### src/hw/rtl/rpac_pkg.sv
// ----------------------------------------------------------------------------
// rpac_pkg: shared constants for the point rotation pipeline
// CORDIC arctangent table, gain constant and fixed internal widths.
// ----------------------------------------------------------------------------
package rpac_pkg;

  // Angle is handled left-aligned in units of 2^-32 turn
  localparam int ANGLE_ALIGN = 32;
  // Residual angle register width (signed)
  localparam int Z_WIDTH = 32;
  // Extra fraction bits carried through the rotation
  localparam int GUARD_BITS = 8;
  // Headroom for CORDIC growth and the quarter-turn swap
  localparam int GROWTH_BITS = 4;
  // Number of entries in the arctangent table
  localparam int ATAN_DEPTH = 32;

  // 1/K of the CORDIC rotation in Q0.32
  localparam logic [31:0] CORDIC_GAIN = 32'h9B74EDA8;

  // atan(2^-i) in units of 2^-32 turn, rounded to nearest
  localparam logic [31:0] ATAN_TURN [0:ATAN_DEPTH-1] = '{
    32'h20000000, 32'h12E4051E, 32'h09FB385B, 32'h051111D4,
    32'h028B0D43, 32'h0145D7E1, 32'h00A2F61E, 32'h00517C55,
    32'h0028BE53, 32'h00145F2F, 32'h000A2F98, 32'h000517CC,
    32'h00028BE6, 32'h000145F3, 32'h0000A2FA, 32'h0000517D,
    32'h000028BE, 32'h0000145F, 32'h00000A30, 32'h00000518,
    32'h0000028C, 32'h00000146, 32'h000000A3, 32'h00000051,
    32'h00000029, 32'h00000014, 32'h0000000A, 32'h00000005,
    32'h00000003, 32'h00000001, 32'h00000001, 32'h00000000
  };

  // Quarter-turn codes (top two angle bits)
  localparam logic [1:0] QUARTER_0 = 2'd0;
  localparam logic [1:0] QUARTER_1 = 2'd1;
  localparam logic [1:0] QUARTER_2 = 2'd2;
  localparam logic [1:0] QUARTER_3 = 2'd3;

endpackage

### src/hw/rtl/rpac_gain.sv
// ----------------------------------------------------------------------------
// rpac_gain: gain removal, center add and saturation for one coordinate
// Four register stages: magnitude, partial products, round, add and clamp.
// ----------------------------------------------------------------------------
module rpac_gain #(
  parameter int W           = 44,
  parameter int COORD_WIDTH = 32
) (
  input  logic                          clk,
  input  logic                          en,
  input  logic signed [W-1:0]           rot,
  input  logic signed [COORD_WIDTH-1:0] center,
  output logic signed [COORD_WIDTH-1:0] result
);

  // magnitude width, at least 33 so the high word is never empty
  localparam int MAGW = (W > 33) ? W : 33;
  localparam int HW   = MAGW - 32;
  localparam int TW   = MAGW + 1;
  localparam int RW   = TW - rpac_pkg::GUARD_BITS;
  localparam int SW   = ((COORD_WIDTH > RW + 1) ? COORD_WIDTH : RW + 1) + 1;
  localparam logic [TW-1:0] RND = TW'(64'd1 << (rpac_pkg::GUARD_BITS - 1));
  localparam logic signed [SW-1:0] SAT_HI =
    SW'((64'sd1 <<< (COORD_WIDTH - 1)) - 64'sd1);
  localparam logic signed [SW-1:0] SAT_LO = -SAT_HI - SW'(1);

  // stage 1: sign and magnitude
  logic                          neg1;
  logic [MAGW-1:0]               mag1;
  logic signed [COORD_WIDTH-1:0] c1;
  logic [W-1:0]                  abs_w;

  assign abs_w = rot[W-1] ? W'(-rot) : W'(rot);

  always_ff @(posedge clk) begin
    if (en) begin
      neg1 <= rot[W-1];
      mag1 <= MAGW'(abs_w);
      c1   <= center;
    end
  end

  // stage 2: high and low word products with the gain constant
  logic                          neg2;
  logic [MAGW-1:0]               ph2;
  logic [31:0]                   pl2;
  logic signed [COORD_WIDTH-1:0] c2;
  logic [HW+31:0]                ph_full;
  logic [63:0]                   pl_full;

  assign ph_full = mag1[MAGW-1:32] * rpac_pkg::CORDIC_GAIN;
  assign pl_full = mag1[31:0] * rpac_pkg::CORDIC_GAIN;

  always_ff @(posedge clk) begin
    if (en) begin
      neg2 <= neg1;
      ph2  <= MAGW'(ph_full);
      pl2  <= pl_full[63:32];
      c2   <= c1;
    end
  end

  // stage 3: sum, round half up on the magnitude, drop guard bits
  logic                          neg3;
  logic [RW-1:0]                 r3;
  logic signed [COORD_WIDTH-1:0] c3;
  logic [TW-1:0]                 t_sum;

  assign t_sum = TW'(ph2) + TW'(pl2) + RND;

  always_ff @(posedge clk) begin
    if (en) begin
      neg3 <= neg2;
      r3   <= t_sum[TW-1:rpac_pkg::GUARD_BITS];
      c3   <= c2;
    end
  end

  // stage 4: restore sign against the center, clamp to coordinate range
  logic signed [SW-1:0] c_ext;
  logic signed [SW-1:0] r_ext;
  logic signed [SW-1:0] sum;

  assign c_ext = SW'(c3);
  assign r_ext = $signed({{(SW - RW){1'b0}}, r3});
  assign sum   = neg3 ? (c_ext - r_ext) : (c_ext + r_ext);

  always_ff @(posedge clk) begin
    if (en) begin
      if (sum > SAT_HI) begin
        result <= SAT_HI[COORD_WIDTH-1:0];
      end else if (sum < SAT_LO) begin
        result <= SAT_LO[COORD_WIDTH-1:0];
      end else begin
        result <= sum[COORD_WIDTH-1:0];
      end
    end
  end

endmodule

### config.mk
export PLATFORM = sky130hd
export DESIGN_NAME = rpac_gain
export DESIGN_NICKNAME = d
export VERILOG_FILES = /design/src/hw/rtl/rpac_pkg.sv /design/src/hw/rtl/rpac_gain.sv
export SDC_FILE = /design/constraint.sdc
export NUM_CORES = 2
export LEC_CHECK = 0
export BUFFER_PORTS_ARGS = -buffer_cell sky130_fd_sc_hd__buf_2
export CAP_MARGIN = 20
export CORE_AREA = 2 2 263 265
export DETAILED_ROUTE_END_ITERATION = 12
export DIE_AREA = 0 0 265 267
export HOLD_SLACK_MARGIN = 0.06
export PLACE_DENSITY = 0.74
export REMOVE_ABC_BUFFERS = 1
export SLEW_MARGIN = 15
export SYNTH_ARGS = -nofsm -noshare
export SYNTH_HDL_FRONTEND = slang
export SYNTH_SLANG_ARGS = --single-unit
### constraint.sdc
create_clock -name clk -period 7.92 [get_ports clk]
set_clock_uncertainty 0.15 [all_clocks]
set_input_delay 1.584 -clock clk [delete_from_list [all_inputs] [get_ports clk]]
set_output_delay 1.584 -clock clk [all_outputs]
set_load 0.005 [all_outputs]
==> flow_metrics.tcl <==
set metrics [dict create \
    crit_buf_inv 5 \
    first_global_vias 24400 \
    diodes 0 \
    ys_types 64 \
    cpMostUsedCell "fa_1" \
    routabilityCongestion 0.986 \
    hpwl_um 73400 \
    synth_seq_cells 282 \
    drive_gt1_frac 0.0769 \
    rows 96 \
    synth_edf_count 282 \
    slew_violations 0 \
    synthTopCellsByArea "fa_1, edfxtp_1, ha_1, inv_1, xnor2_1" \
    synth_top_area_share 0.318 \
    fp.dieArea_mm2 0.0708 \
    clockBufferDepth 3 \
    tns_ns 0 \
    max_slew_margin 0.284 \
    cp_max_fo 5 \
    min_path_cells 0 \
    first_pass_iters 7 \
    endpoint_kind "register" \
    arrival_ns 7.83 \
    pin_count 110 \
    fin_crit_sh 0.964 \
    fill_cells 5540 \
    ant_nets 0 \
    slowest_delay_ns 0.53 \
    crit_slowest_cell "fa_1" \
    grt_max_degree 154 \
    synth-main-ff-cell "edfxtp_1" \
    finalHoldViolCount 0 \
    reg2reg_from "mag1[18]" \
    hp-class "register to register" \
    seq_area_frac_synth 0.229 \
    r2r_cells 25 \
    status "finished, final reports clean" \
    nets 4755 \
    grt_first_pass_wirelength_um 134000 \
    setup_viol 0 \
    min_from "c2[31]" \
    cap_violations 0 \
    die_w_um 265 \
    portBuffers 109 \
    synth_area_mm2 0.0369 \
    track_usage 0.248 \
    die_h_um 267 \
    vias 23800 \
    worstSetupStartpoint "mag1[18]" \
    critical-path-top-delay-family "adder cells" \
    via_per_inst 5.35 \
    antenna_found_initial 2 \
    avgSynthCellArea_um2 11.0 \
    drc 0 \
    worstMarginPinSlew_ns 1.07 \
    synthArstFlopShare 0 \
    ys_warn_count 0 \
    syn_inst 3346 \
    yosysTopAreaCell "fa_1" \
    ctsHtreeMaxLevel 2 \
    rsz0062_at_grt "yes" \
    cts_buffers 34 \
    syn_to_final_growth_pct 8.91 \
    cts_hold_buf 0 \
    cp.depth 25 \
    timing_worst_setup_path_type "register to register" \
    clock-sinks 282 \
    start_util 0.543 \
    max_clock_freq_mhz 131 \
    grt_overflow_total 0 \
    clk_latency_ns 0.58 \
    clockRootBuffer "clkbuf_16" \
    coreArea_mm2 0.0680 \
    clk_pin_slew_ns 0.06 \
    drt_wl_total_um 85100 \
    cts_tree "yes" \
    fin_crit_ns 7.64 \
    crit_required_ns 8.11 \
    critPathLaunchType "register" \
    drt_iter0_drc 1762 \
    wl_per_cell_um 19.1 \
]
cell families (layout without fill, tap and decap cells):
logic type               count (synthesis)  count (layout)  synth area share
buffers and inverters                  930            1147            0.0946
adder cells (fa/ha/maj)               1139            1139             0.505
XOR/XNOR                               198             198            0.0470
multiplexers                             2               2          0.000576
flip-flops                             282             282             0.229
AND/OR/NAND/NOR                        361             361            0.0490
AO/OA/AOI/OAI                          434             434            0.0739
cells in the mapped netlist, types with 8 or more instances:
| cell type | instances |
|---|---|
| o2111ai_1 | 8 |
| clkbuf_1 | 18 |
| a21o_1 | 65 |
| xnor2_1 | 147 |
| or4_1 | 8 |
| o21ai_0 | 109 |
| a211oi_1 | 20 |
| xor2_1 | 51 |
| and2_1 | 9 |
| a31oi_1 | 17 |
| a21oi_1 | 126 |
| o21bai_1 | 11 |
| or3_1 | 10 |
| ha_1 | 553 |
| o31ai_1 | 15 |
| nand2_1 | 88 |
| fa_1 | 586 |
| edfxtp_1 | 282 |
| nor2b_1 | 23 |
| o21a_1 | 14 |
| nor3_1 | 32 |
| nand4_1 | 16 |
| nand2b_1 | 20 |
| inv_1 | 911 |
| nor4_1 | 9 |
| nor2_1 | 95 |
| nand3_1 | 18 |
| and3_1 | 9 |
metrics by stage:
step | std cells | cell area, um^2 | setup slack [ns] | util | hold slack [ns]
finish | 4445 | 40200 | 0.283 | 0.591 | 0.266
detailed placement | 4380 | 39000 | -0.0580 | 0.573 | 0.255
global route | 4445 | 40200 | -0.0380 | 0.591 | 0.274
floorplan | 3327 | 36800 | -0.0788 | - | 0.250
CTS | 4442 | 40100 | 0.00127 | 0.589 | 0.268
global placement | 4380 | 39000 | 0.0593 | 0.573 | 0.251
registers in the layout, indices dropped and copies added, names as in the netlist:
| signal | cells |
|---|---|
| c1 | 32 |
| r3 | 37 |
| c2 | 32 |
| neg3 | 1 |
| pl2 | 29 |
| result | 32 |
| c3 | 32 |
| neg2 | 1 |
| ph2 | 41 |
| mag1 | 44 |
| neg1 | 1 |
timing repair:
action | in CTS | in global routing
setup endpoints to repair | 1 | 13
setup buffers | 1 | 3
pin swaps | 0 | 11
gates resized for setup | 2 | 37
cells in the final DEF (no fill, tap or decap), types with 8 or more instances in the layout:
cell	netlist	final
nand3_1	18	18
xnor2_1	147	147
edfxtp_1	282	282
a21oi_1	126	124
nor3_1	32	30
o21ai_0	109	104
nor2b_1	23	23
ha_1	553	546
o31ai_1	15	15
xor2_1	51	51
or3_1	10	10
nand2_1	88	88
a211oi_1	20	16
o2111ai_1	8	8
clkbuf_16	0	34
o21a_1	14	14
nand2b_1	20	20
and3_1	9	9
fa_1	586	583
nor4_1	9	9
a21o_1	65	65
and2_1	9	8
buf_4	0	63
a31oi_1	17	16
or4_1	8	8
nand4_1	16	16
nor2_1	95	93
inv_1	911	904
buf_2	0	108
o21bai_1	11	11
metal layers:
layer  global-route usage  vias to the layer above  wire length (um)
met2                0.390                      673             39200
li1                     -                    11200                 -
met1                0.357                    11800             38200
met3               0.0464                      109              5830
met4               0.0608                        0              1920
met5                    0                        -                 0
final timing paths:
path	end	slack, ns
max reg2reg	pl2[19]	0.28
min reg2reg	c3[31]	0.27
max	pl2[19]	0.28
min	c3[31]	0.27
worst reg2reg max path: stages, from the launching register on:
cell,delay (ns)
edfxtp_1,0.42
buf_4,0.23
inv_1,0.23
fa_1,0.46
fa_1,0.49
inv_1,0.05
fa_1,0.49
inv_1,0.05
fa_1,0.53
inv_1,0.05
fa_1,0.49
fa_1,0.44
fa_1,0.49
ha_1,0.31
ha_1,0.38
a21o_1,0.21
a21o_1,0.18
a21oi_1,0.21
and2_1,0.24
a22o_1,0.22
a21oi_2,0.06
and2_4,0.17
o21a_1,0.18
o21a_1,0.20
or4_1,0.39
o311ai_0,0.10
layout make-up:
class / instances / area (um^2) / area share
Sequential cell: 282 / 8470 / 0.211
Clock inverter: 21 / 208 / 0.00517
Multi-Input combinational cell: 2134 / 25000 / 0.623
Tap cell: 882 / 1100 / 0.0275
Clock buffer: 40 / 873 / 0.0217
Inverter: 911 / 3420 / 0.0852
Timing Repair Buffer: 175 / 1070 / 0.0267
Power is not shown: default switching activity piles up to over one toggle a cycle in this logic, so the estimate is an artifact.
